`src/hw/rtl/scdt_pkg.sv`:
```
// shared types and constants of the seconds countdown timer
`timescale 1ns / 1ps

package scdt_pkg;

    // command codes carried in the mode field
    typedef enum logic [3:0] {
        CMD_INIT      = 4'd0,
        CMD_SET       = 4'd1,
        CMD_START     = 4'd2,
        CMD_PAUSE     = 4'd3,
        CMD_RESUME    = 4'd4,
        CMD_STOP      = 4'd5,
        CMD_RESET     = 4'd6,
        CMD_TICK      = 4'd7,
        CMD_INCREMENT = 4'd8,
        CMD_DECREMENT = 4'd9
    } cmd_t;

    // run state machine, one-hot
    typedef enum logic [3:0] {
        ST_STOPPED  = 4'b0001,
        ST_RUNNING  = 4'b0010,
        ST_PAUSED   = 4'b0100,
        ST_FINISHED = 4'b1000
    } run_fsm_t;

    // run state codes as reported on the result
    localparam logic [1:0] RUN_CODE_STOPPED  = 2'd0;
    localparam logic [1:0] RUN_CODE_RUNNING  = 2'd1;
    localparam logic [1:0] RUN_CODE_PAUSED   = 2'd2;
    localparam logic [1:0] RUN_CODE_FINISHED = 2'd3;

    // configuration register indexes
    localparam logic [1:0] CFG_TICKS_PER_SECOND = 2'd0;
    localparam logic [1:0] CFG_MAX_SECONDS      = 2'd1;
    localparam logic [1:0] CFG_DEFAULT_SECONDS  = 2'd2;

    // configuration reset values
    localparam logic [15:0] TICKS_PER_SECOND_RST = 16'd1000;
    localparam logic [7:0]  MAX_SECONDS_RST      = 8'd99;
    localparam logic [7:0]  DEFAULT_SECONDS_RST  = 8'd0;

    // configuration register contents
    typedef struct packed {
        logic [15:0] ticks_per_second;
        logic [7:0]  max_seconds;
        logic [7:0]  default_seconds;
    } cfg_t;

    // timer state kept between commands
    typedef struct packed {
        logic [7:0]  remaining;
        logic [7:0]  restart;
        logic [15:0] tick_count;
        run_fsm_t    fsm;
        logic        alarm;
    } timer_t;

    // one result item
    typedef struct packed {
        logic       display_refresh;
        logic       alarm_active;
        logic [1:0] run_state;
        logic [7:0] start_seconds;
        logic [7:0] current_seconds;
    } result_t;

endpackage

```
`src/hw/rtl/seconds_countdown_timer_core.sv`:
```
// top level of the seconds countdown timer with tick prescaler
`timescale 1ns / 1ps

// Countdown timer driven by a stream of commands, one result per command.
// The block takes one command in every cycle while the result side does not
// stall; a command passes through the input register, then the result
// register, where its result can be taken, and the combinational command
// logic that sits between the two registers updates the timer
// state. Configuration writes are taken at once and apply from the next
// command; they are meant to be issued only while no command is in flight.
module seconds_countdown_timer_core (
    input  logic        aclk,
    input  logic        aresetn,
    // command stream
    input  logic        s_tvalid,
    output logic        s_tready,
    input  logic [15:0] s_tdata,   // mode[3:0], seconds_value[11:4], zeros[15:12]
    // result stream
    output logic        m_tvalid,
    input  logic        m_tready,
    output logic [23:0] m_tdata,   // current_seconds[7:0], start_seconds[15:8],
                                   // run_state[17:16], alarm_active[18],
                                   // display_refresh[19], zeros[23:20]
    // configuration writes
    input  logic        cfg_valid,
    output logic        cfg_ready,
    input  logic [1:0]  cfg_index,
    input  logic [15:0] cfg_data
);
    import scdt_pkg::*;

    cfg_t    cfg;
    timer_t  timer_reg;
    timer_t  timer_next;
    result_t res_next;
    result_t res_reg;
    logic    in_valid_reg;
    logic [3:0] mode_reg;
    logic [7:0] value_reg;
    logic    out_valid_reg;
    logic    advance;

    assign cfg_ready = 1'b1;

    scdt_cfg_regs u_cfg (
        .aclk      (aclk),
        .aresetn   (aresetn),
        .cfg_valid (cfg_valid),
        .cfg_index (cfg_index),
        .cfg_data  (cfg_data),
        .cfg       (cfg)
    );

    // command moves on when the result register is free or being emptied
    assign advance  = in_valid_reg && (!out_valid_reg || m_tready);
    assign s_tready = !in_valid_reg || advance;

    // input register
    always_ff @(posedge aclk) begin
        if (!aresetn) begin
            in_valid_reg <= 1'b0;
        end else if (s_tready) begin
            in_valid_reg <= s_tvalid;
        end
    end

    always_ff @(posedge aclk) begin
        if (s_tvalid && s_tready) begin
            mode_reg  <= s_tdata[3:0];
            value_reg <= s_tdata[11:4];
        end
    end

    scdt_cmd_logic u_cmd (
        .cfg           (cfg),
        .cur           (timer_reg),
        .mode          (mode_reg),
        .seconds_value (value_reg),
        .nxt           (timer_next),
        .res           (res_next)
    );

    // timer state
    always_ff @(posedge aclk) begin
        if (!aresetn) begin
            timer_reg.remaining  <= DEFAULT_SECONDS_RST;
            timer_reg.restart    <= DEFAULT_SECONDS_RST;
            timer_reg.tick_count <= '0;
            timer_reg.fsm        <= ST_STOPPED;
            timer_reg.alarm      <= 1'b0;
        end else if (advance) begin
            timer_reg <= timer_next;
        end
    end

    // result register
    always_ff @(posedge aclk) begin
        if (!aresetn) begin
            out_valid_reg <= 1'b0;
        end else if (advance) begin
            out_valid_reg <= 1'b1;
        end else if (m_tready) begin
            out_valid_reg <= 1'b0;
        end
    end

    always_ff @(posedge aclk) begin
        if (advance) begin
            res_reg <= res_next;
        end
    end

    assign m_tvalid = out_valid_reg;
    assign m_tdata  = {4'd0, res_reg};

    // finished only ever holds with zero seconds left
    a_finished_at_zero: assert property (@(posedge aclk) disable iff (!aresetn)
        timer_reg.fsm == ST_FINISHED |-> timer_reg.remaining == 8'd0)
        else $error("finished state with seconds remaining");

    // alarm sounds only when finished or stopped after finishing
    a_alarm_state: assert property (@(posedge aclk) disable iff (!aresetn)
        timer_reg.alarm |-> (timer_reg.fsm == ST_FINISHED || timer_reg.fsm == ST_STOPPED))
        else $error("alarm on while running or paused");

    // a command that moves on leaves a result waiting
    a_result_follows: assert property (@(posedge aclk) disable iff (!aresetn)
        advance |=> out_valid_reg)
        else $error("command processed without a result");

    // the state changes only when a command is processed
    a_state_hold: assert property (@(posedge aclk) disable iff (!aresetn)
        !advance |=> $stable(timer_reg))
        else $error("timer state changed without a command");

endmodule

```
`src/hw/rtl/scdt_cfg_regs.sv`:
```
// configuration register file of the countdown timer
`timescale 1ns / 1ps

module scdt_cfg_regs (
    input  logic          aclk,
    input  logic          aresetn,
    input  logic          cfg_valid,
    input  logic [1:0]    cfg_index,
    input  logic [15:0]   cfg_data,
    output scdt_pkg::cfg_t cfg
);
    import scdt_pkg::*;

    cfg_t cfg_reg;

    // register writes, indexes beyond the list are dropped
    always_ff @(posedge aclk) begin
        if (!aresetn) begin
            cfg_reg.ticks_per_second <= TICKS_PER_SECOND_RST;
            cfg_reg.max_seconds      <= MAX_SECONDS_RST;
            cfg_reg.default_seconds  <= DEFAULT_SECONDS_RST;
        end else if (cfg_valid) begin
            case (cfg_index)
                CFG_TICKS_PER_SECOND: cfg_reg.ticks_per_second <= cfg_data;
                CFG_MAX_SECONDS:      cfg_reg.max_seconds      <= cfg_data[7:0];
                CFG_DEFAULT_SECONDS:  cfg_reg.default_seconds  <= cfg_data[7:0];
                default: ;
            endcase
        end
    end

    assign cfg = cfg_reg;

endmodule

```
`src/hw/rtl/scdt_cmd_logic.sv`:
```
// command decode and next-state logic of the countdown timer
`timescale 1ns / 1ps

module scdt_cmd_logic (
    input  scdt_pkg::cfg_t    cfg,
    input  scdt_pkg::timer_t  cur,
    input  logic [3:0]        mode,
    input  logic [7:0]        seconds_value,
    output scdt_pkg::timer_t  nxt,
    output scdt_pkg::result_t res
);
    import scdt_pkg::*;

    logic [15:0] tick_inc;
    logic [7:0]  remaining_dec;
    logic [7:0]  remaining_inc;
    logic [7:0]  set_value;
    logic        remaining_nz;
    logic        refresh;

    assign tick_inc      = cur.tick_count + 16'd1;
    assign remaining_dec = cur.remaining - 8'd1;
    assign remaining_inc = cur.remaining + 8'd1;
    assign remaining_nz  = (cur.remaining != 8'd0);
    assign set_value     = (seconds_value > cfg.max_seconds) ? cfg.max_seconds : seconds_value;

    // command decode
    always_comb begin
        nxt     = cur;
        refresh = 1'b0;
        case (mode)
            CMD_INIT: begin
                nxt.remaining  = cfg.default_seconds;
                nxt.restart    = cfg.default_seconds;
                nxt.tick_count = '0;
                nxt.fsm        = ST_STOPPED;
                nxt.alarm      = 1'b0;
                refresh        = 1'b1;
            end
            CMD_SET: begin
                nxt.remaining  = set_value;
                nxt.restart    = set_value;
                nxt.tick_count = '0;
                nxt.fsm        = ST_STOPPED;
                nxt.alarm      = 1'b0;
                refresh        = 1'b1;
            end
            CMD_START: begin
                if (remaining_nz) begin
                    nxt.fsm   = ST_RUNNING;
                    nxt.alarm = 1'b0;
                end
            end
            CMD_PAUSE: begin
                if (cur.fsm == ST_RUNNING) begin
                    nxt.fsm = ST_PAUSED;
                end
            end
            CMD_RESUME: begin
                if (cur.fsm == ST_PAUSED && remaining_nz) begin
                    nxt.fsm = ST_RUNNING;
                end
            end
            CMD_STOP: begin
                nxt.fsm        = ST_STOPPED;
                nxt.tick_count = '0;
            end
            CMD_RESET: begin
                nxt.remaining  = cur.restart;
                nxt.tick_count = '0;
                nxt.fsm        = ST_STOPPED;
                nxt.alarm      = 1'b0;
                refresh        = 1'b1;
            end
            CMD_TICK: begin
                if (cur.fsm == ST_RUNNING) begin
                    nxt.tick_count = tick_inc;
                    // one second elapsed
                    if (tick_inc >= cfg.ticks_per_second) begin
                        nxt.tick_count = '0;
                        if (remaining_nz) begin
                            nxt.remaining = remaining_dec;
                            refresh       = 1'b1;
                        end
                        if (!remaining_nz || remaining_dec == 8'd0) begin
                            nxt.fsm   = ST_FINISHED;
                            nxt.alarm = 1'b1;
                        end
                    end
                end
            end
            CMD_INCREMENT: begin
                if (cur.remaining < cfg.max_seconds) begin
                    nxt.remaining  = remaining_inc;
                    nxt.restart    = remaining_inc;
                    nxt.tick_count = '0;
                    nxt.alarm      = 1'b0;
                    refresh        = 1'b1;
                    if (cur.fsm == ST_FINISHED) begin
                        nxt.fsm = ST_STOPPED;
                    end
                end
            end
            CMD_DECREMENT: begin
                if (remaining_nz) begin
                    nxt.remaining  = remaining_dec;
                    nxt.restart    = remaining_dec;
                    nxt.tick_count = '0;
                    nxt.alarm      = 1'b0;
                    refresh        = 1'b1;
                    if (cur.fsm == ST_FINISHED) begin
                        nxt.fsm = ST_STOPPED;
                    end
                end
            end
            default: ;
        endcase
    end

    // result fields from the updated state
    always_comb begin
        res.current_seconds = nxt.remaining;
        res.start_seconds   = nxt.restart;
        res.alarm_active    = nxt.alarm;
        res.display_refresh = refresh;
        case (nxt.fsm)
            ST_RUNNING:  res.run_state = RUN_CODE_RUNNING;
            ST_PAUSED:   res.run_state = RUN_CODE_PAUSED;
            ST_FINISHED: res.run_state = RUN_CODE_FINISHED;
            default:     res.run_state = RUN_CODE_STOPPED;
        endcase
    end

endmodule

```
`config.mk`:
```
export PLATFORM = sky130hd
export DESIGN_NAME = seconds_countdown_timer_core
export DESIGN_NICKNAME = d
export VERILOG_FILES = /design/src/hw/rtl/scdt_pkg.sv /design/src/hw/rtl/seconds_countdown_timer_core.sv /design/src/hw/rtl/scdt_cfg_regs.sv /design/src/hw/rtl/scdt_cmd_logic.sv
export SDC_FILE = /design/constraint.sdc
export NUM_CORES = 1
export LEC_CHECK = 0
export CORE_MARGIN = 10
export CORE_UTILIZATION = 39
export DETAILED_ROUTE_END_ITERATION = 8
export DONT_BUFFER_PORTS = 1
export HOLD_SLACK_MARGIN = 0.05
export PLACE_DENSITY = 0.51
export SYNTH_ARGS = -nofsm -noshare
export SYNTH_HDL_FRONTEND = slang
export SYNTH_SLANG_ARGS = --single-unit
```
`constraint.sdc`:
```
create_clock -name aclk -period 4.9 [get_ports aclk]
set_clock_uncertainty 0.15 [all_clocks]
set_input_delay 0.98 -clock aclk [delete_from_list [all_inputs] [get_ports aclk]]
set_output_delay 0.98 -clock aclk [all_outputs]
set_load 0.02 [all_outputs]
```
==> flow_summary.yaml, run 1 <==
synth:
  postSynthAreaPerCell_um2: 8.32
  synth.area.top_cells: "dfxtp_1 (22%), edfxtp_1 (15%), ha_1 (6.8%)"
  synth-seq-cells: 103
  synth_top_area_cell: "dfxtp_1"
  mappedNetlistArea_mm2: 0.00641
  yosys.area.top_type_share_pct: 22.2
  post_synth_inst_count: 770
  synth_unique_cells: 77
  post_synth_edffs: 32
  synth_ff_type: "dfxtp_1"
  synth_seq_area_share_pct: 37.2
  ys.warnings.count: 0
  async_reset_ff_share_pct: 0
place:
  io_buffer_count: 0
  placed_cell_count: 951
  hpwlAfterDp_um: 13800
  pre_cts_ws_ns: 0.493
  place.gp.congestion: 0.903
sta:
  rsz_0062_raised_after_global_routing: "no"
  setup_violations: 0
  tightest_slew_ns: 1.15
  final_hold_violation_count: 0
  timing.final.crit_period_ns: 4.46
  timing.final.crit_share_pct: 91.0
  slew_violations: 0
  holdWs_ns: 0.311
  timing.max_slew.rel_slack_pct: 23.1
  fmax_mhz: 224
  final_layout_setup_total_negative_slack_ns: 0
  final_worst_path_setup_slack_ns: 0.441
worst_setup_path:
  r2r_cells: 16
  critical_path.max_stage_delay_ns: 0.42
  critical_register_to_register_path_startpoint: "timer_reg[7]"
  ordered_list_of_cells_on_the_worst_path: "and3_1 -> and3_2 -> and3_1 -> and3_1 -> and3_1 -> xor2_1 -> ha_1 -> a41oi_1 -> o21a_1 -> o311ai_1 -> a221oi_2 -> buf_4 -> o31a_1 -> o2111ai_1 -> o31ai_1 -> o21ai_0"
  reg2reg_setup_slack_ns: 0.44
  timing.critical_path.to_type: "register"
  path_buf_inv: 1
  critPathSlowestCell: "dfxtp_1"
  cp-start-kind: "register"
  endpoint_arrival_time_on_the_critical_path_ns: 4.38
  crit_fanout: 9
  worstReg2RegEnd: "m_tdata[3]"
  critPathMostFrequentCell: "and3_1"
  cp.required_ns: 4.83
  worst_path_dominant_cell_family: "compound AO/OA/AOI/OAI gates"
  critPathKind: "reg2reg"
route:
  route.met2.wl_um: 8400
  antenna_violating_nets_post_route: 0
  maxUsedRoutingLayer: "met4"
  routed-wl-met3_um: 1100
  drt-pass1-iter-count: 7
  detail_route.drc_violations: 0
  avgRoutedWirePerCell_um: 19.3
  met1Wirelength_um: 8780
  detailroute.via_count: 5608
  viasPerCell: 5.80
  drt-total-wl_um: 18600
  starting_drt_drc_count: 580
clock_network:
  cts_tree: "done"
  tritoncts.num_buffers: 9
  clockBufferDepth: 2
  ctsHtreeMaxLevel: 3
  cts_hold_repair.buffers: 0
  numClockSinks: 103
  clkSlewWorstSetupHoldPaths_ns: 0.07
  post_cts_buffers: 0
  cts_root_buffer: "clkbuf_16"
  worst_skew_pair.late_latency_ns: 0.36
  postCtsResizedCells: 0
final_layout:
  multi_input_area_mm2: 0.00368
  nNetsFinal: 820
  number_of_flip_flops_in_the_largest_register: 37
  finalNonFillerCells: 967
  fillerInstances: 1646
  fin_util_pct: 42.6
  num_antenna_cells: 0
  seq_area_mm2: 0.00238
  area_growth_from_synthesis_to_final_layout_pct: 6.34
  fraction_of_final_layout_cells_sized_beyond_drive_strength_1_pct: 5.99
min_path:
  worstHoldPathType: "reg2reg"
  worst_hold_path.num_cells: 2
  timing.hold.worst.start: "u_cfg.cfg[31]"
  whs_endpoint: "u_cfg.cfg[31]"
power:
  comb_power_share_pct: 13.4
  fraction_of_power_consumed_by_the_clock_network_pct: 36.0
  standby_leakage_power_nw: 2.68
  power.share.switching_pct: 28.9
  pwr_density_cell_mw_per_mm2: 279
  ir_drop_mv: 0.179
  internal_pwr_total_mw: 1.35
  power.share.sequential_pct: 50.6
  switching_power_mw: 0.550
floorplanning:
  floorplan_row_count: 46
  initial_utilization_pct: 40.1
  core_region_area_mm2: 0.0160
  fp.dieArea_mm2: 0.0220
  die_span_y_um: 148
  io_pins: 66
  die-width_um: 148
outcome:
  run_status: "complete, no violations"
global_routing:
  grt_pass1_wl_um: 29800
  grt_max_degree: 49
  grt_usage_pct: 16.8
  number_of_antenna_violations_at_the_first_check_in_global_routing: 0
  globalRouteOverflowTotal: 0
  first_global_vias: 5333
job:
  maxCapViolCount: 0
## layout make-up
cell class | instances | area share [%]
Sequential cell | 103 | 34.9
Timing Repair Buffer | 10 | 1.10
Tap cell | 216 | 3.96
Inverter | 38 | 2.09
Clock inverter | 6 | 0.606
Clock buffer | 10 | 3.36
Multi-Input combinational cell | 584 | 53.9
## through the flow
| stage | cell area (um^2) | total power [mW] |
|---|---|---|
| CTS | 6820 | 1.92 |
| detailed placement | 6550 | 1.23 |
| global placement | 6550 | 1.23 |
| finish | 6820 | 1.90 |
| global route | 6820 | 1.98 |
| floorplan | 6420 | 1.17 |
## power groups by stage
stage / registers (mW) / logic, mW / clock network (mW)
after global routing: 0.968 / 0.282 / 0.730
after floorplan: 0.963 / 0.209 / 0
after detailed placement: 0.982 / 0.251 / 0
after global placement: 0.981 / 0.248 / 0
after CTS: 0.963 / 0.253 / 0.700
final: 0.963 / 0.255 / 0.684
## layer usage
layer | vias to the layer above | GRT usage [%]
li1 | 2734 | -
met1 | 2688 | 22.3
met2 | 163 | 26.1
met3 | 23 | 3.94
met4 | 0 | 6.10
met5 | - | 0
## Yosys cell counts, drive strengths merged (5+ instances only)
cell type / count
nand2b: 6
and3: 17
a211oi: 7
a31oi: 10
edfxtp: 32
nor4: 5
buf: 18
o211ai: 16
nand3: 18
nand3b: 12
clkbuf: 30
o31ai: 7
ha: 35
dfxtp: 71
nand2: 90
nor2: 75
xor2: 14
nand4: 5
xnor2: 10
a22oi: 10
o21a: 8
a21o: 5
mux2i: 17
or2: 6
o21ai: 61
nor3: 6
o2111ai: 6
and2: 7
a21oi: 67
inv: 38
## tightest hold or removal path, delay by kind of cell, from the launching register on
kind / cells / cell delay (ns)
simple gates: 1 / 0.05
flops: 1 / 0.31
compound gates: 1 / 0.05
## placed cells by master (no fill, tap or decap), types with 10 or more instances in the layout
cell type and instances:
a21oi_1 66, a22oi_1 10, a31oi_1 10, and3_1 16, buf_4 10, dfxtp_1 71
edfxtp_1 32, ha_1 35, inv_1 37, mux2i_1 17, nand2_1 90, nand3_1 18
nand3b_1 12, nor2_1 75, o211ai_1 16, o21ai_0 58, xnor2_1 10, xor2_1 14
## how the worst max path moves through the flow
stage	from	endpoint	slack, ns	cells past startpoint
after global routing	timer_reg[7]	m_tdata[3]	0.17	16
final	timer_reg[7]	m_tdata[3]	0.44	16
after CTS	timer_reg[7]	m_tdata[3]	0.45	16
after global placement	timer_reg[7]	m_tdata[3]	0.58	16
after detailed placement	timer_reg[7]	m_tdata[3]	0.49	16
after floorplan	timer_reg[9]	m_tdata[2]	0.92	17
## logic make-up (layout without fill, tap and decap cells)
| kind of cell | after synthesis | count (layout) | share of synthesized area [%] |
|---|---|---|---|
| AOI/OAI and AO/OA | 231 | 231 | 23.5 |
| xor gates and xnor gates | 24 | 24 | 3.28 |
| adders and majority gates | 35 | 35 | 6.83 |
| buffers and inverters | 86 | 64 | 5.74 |
| DFF | 103 | 103 | 37.2 |
| muxes | 18 | 18 | 2.83 |
| other | 2 | 5 | 0.117 |
| and+or+nand+nor | 271 | 271 | 20.5 |
Note: power is estimated with default switching activity, not from simulation.
==> run 2, diff against run 1 <==
- CELL_PAD_IN_SITES_DETAIL_PLACEMENT: not set -> 0
- CELL_PAD_IN_SITES_GLOBAL_PLACEMENT: not set -> 1
- CORE_UTILIZATION: 39 -> 35
- PLACE_DENSITY: 0.51 -> 0.59
==> flow_summary.yaml, run 2 (synthesis gave the netlist of run 1 again) <==
clock_network:
  clockBufferDepth: 2
  ctsHtreeMaxLevel: 3
  postCtsResizedCells: 0
  worst_skew_pair.late_latency_ns: 0.36
  post_cts_buffers: 0
  cts_hold_repair.buffers: 0
  cts_tree: "done"
  numClockSinks: 103
  tritoncts.num_buffers: 9
  clkSlewWorstSetupHoldPaths_ns: 0.07
  cts_root_buffer: "clkbuf_16"
floorplanning:
  die_span_y_um: 155
  die-width_um: 155
  fp.dieArea_mm2: 0.0241
  core_region_area_mm2: 0.0180
  io_pins: 66
  initial_utilization_pct: 35.7
  floorplan_row_count: 49
worst_setup_path:
  cp.required_ns: 4.95
  critPathMostFrequentCell: "and3_1"
  endpoint_arrival_time_on_the_critical_path_ns: 4.64
  timing.critical_path.to_type: "register"
  ordered_list_of_cells_on_the_worst_path: "and3_1 -> and3_2 -> and3_1 -> and3_1 -> and3_1 -> xor2_1 -> ha_1 -> a41oi_1 -> o21a_1 -> o311ai_1 -> a221oi_2 -> buf_4 -> nand2_1 -> o21ai_0 -> a22oi_1 -> a21oi_1"
  reg2reg_setup_slack_ns: 0.31
  worstReg2RegEnd: "m_tdata[4]"
  r2r_cells: 16
  cp-start-kind: "register"
  critPathSlowestCell: "dfxtp_1"
  worst_path_dominant_cell_family: "compound AO/OA/AOI/OAI gates"
  critical_register_to_register_path_startpoint: "timer_reg[7]"
  path_buf_inv: 1
  critPathKind: "reg2reg"
  critical_path.max_stage_delay_ns: 0.42
  crit_fanout: 11
global_routing:
  grt.met1_usage_pct: 21.9
  globalRouteOverflowTotal: 0
  number_of_antenna_violations_at_the_first_check_in_global_routing: 0
  gr-usage-met3_pct: 3.28
  first_global_vias: 5472
  grt_pass1_wl_um: 31000
  met2_usage_pct: 24.4
  grt_usage_pct: 16.1
  grt_busiest_layer: "met2"
  grt_max_degree: 49
route:
  detail_route.drc_violations: 0
  detailroute.via_count: 5650
  avgRoutedWirePerCell_um: 20.0
  antenna_violating_nets_post_route: 0
  drt-total-wl_um: 19600
  drt-pass1-iter-count: 5
  viasPerCell: 5.77
  starting_drt_drc_count: 511
place:
  dpl_cell_area_mm2: 0.00656
  io_buffer_count: 0
  hpwlAfterDp_um: 14300
  place.gp.congestion: 0.940
  placed_cell_count: 963
min_path:
  timing.hold.worst.start: "u_cfg.cfg[30]"
  whs_endpoint: "u_cfg.cfg[30]"
  worst_hold_path.num_cells: 2
  worstHoldPathType: "reg2reg"
sta:
  timing.final.crit_share_pct: 93.7
  final_hold_violation_count: 0
  fmax_mhz: 218
  tightest_slew_ns: 1.16
  final_layout_setup_total_negative_slack_ns: 0
  timing.final.crit_period_ns: 4.59
  rsz_0062_raised_after_global_routing: "no"
  setup_violations: 0
  slew_violations: 0
  timing.max_slew.rel_slack_pct: 22.6
power:
  ir_drop_mv: 0.173
  pwr_density_cell_mw_per_mm2: 292
  standby_leakage_power_nw: 2.70
final_layout:
  fillerInstances: 1866
  fraction_of_final_layout_cells_sized_beyond_drive_strength_1_pct: 6.27
  num_antenna_cells: 0
  number_of_flip_flops_in_the_largest_register: 37
  fin_util_pct: 38.3
  finalNonFillerCells: 979
  commonest_cells_after_routing_fill_and_taps_aside: "nand2_1 (90), nor2_1 (75), dfxtp_1 (71), a21oi_1 (66), o21ai_0 (58)"
  fin_area_mm2: 0.00688
  seq_area_mm2: 0.00238
  multi_input_area_mm2: 0.00368
  leading_cell_type_in_the_layout_fill_and_taps_excluded: "nand2_1"
  nNetsFinal: 819
  area_growth_from_synthesis_to_final_layout_pct: 7.34
job:
  maxCapViolCount: 0
outcome:
  run_status: "complete, no violations"
[run 2: report_power, final]
part | internal (mW) | switching [mW] | total, mW
Sequential | 0.917 | 0.0489 | 0.966
Clock | 0.434 | 0.351 | 0.786
Combinational | 0.0870 | 0.170 | 0.257
Total | 1.44 | 0.570 | 2.01
[run 2: worst max path at each step]
stage                 endpoint  cells after the start  slack [ns]    startpoint
floorplan           m_tdata[2]                     17        0.92  timer_reg[9]
global placement    m_tdata[4]                     16        0.45  timer_reg[7]
detailed placement  m_tdata[4]                     16        0.38  timer_reg[7]
CTS                 m_tdata[4]                     16        0.35  timer_reg[7]
global route        m_tdata[4]                     16        0.04  timer_reg[7]
finish              m_tdata[4]                     16        0.31  timer_reg[7]
[run 2: layout make-up]
class                   instances  share of cell area [%]
clock inverters                 6                    1.02
clock buffers                  10                    3.64
flip-flops and latches        103                    34.6
multi-input cells             584                    53.5
repair buffers                  9                   0.982
well taps                     229                    4.16
inverters                      38                    2.07
[run 2: layer usage]
metal,vias up,share of wire [%]
met3,21,5.6
met4,0,2.2
met1,2716,47
li1,2744,-
met5,-,0
met2,169,45
[run 2: worst reg2reg max path: stages, from the launching register on]
cell and delay (ns):
dfxtp_1 0.42, and3_1 0.19, and3_2 0.24, and3_1 0.27, and3_1 0.28, and3_1 0.20, xor2_1 0.25, ha_1 0.32
a41oi_1 0.21, o21a_1 0.17, o311ai_1 0.11, a221oi_2 0.38, buf_4 0.25, nand2_1 0.31, o21ai_0 0.28, a22oi_1 0.18
a21oi_1 0.23
[run 2: through the flow]
| step | total power [mW] | hold WS (ns) | worst slack (ns) |
|---|---|---|---|
| floorplan | 1.17 | 0.286 | 0.919 |
| global placement | 1.23 | 0.299 | 0.446 |
| detailed placement | 1.24 | 0.299 | 0.383 |
| CTS | 2.03 | 0.311 | 0.346 |
| global route | 2.10 | 0.327 | 0.0377 |
| finish | 2.01 | 0.309 | 0.310 |
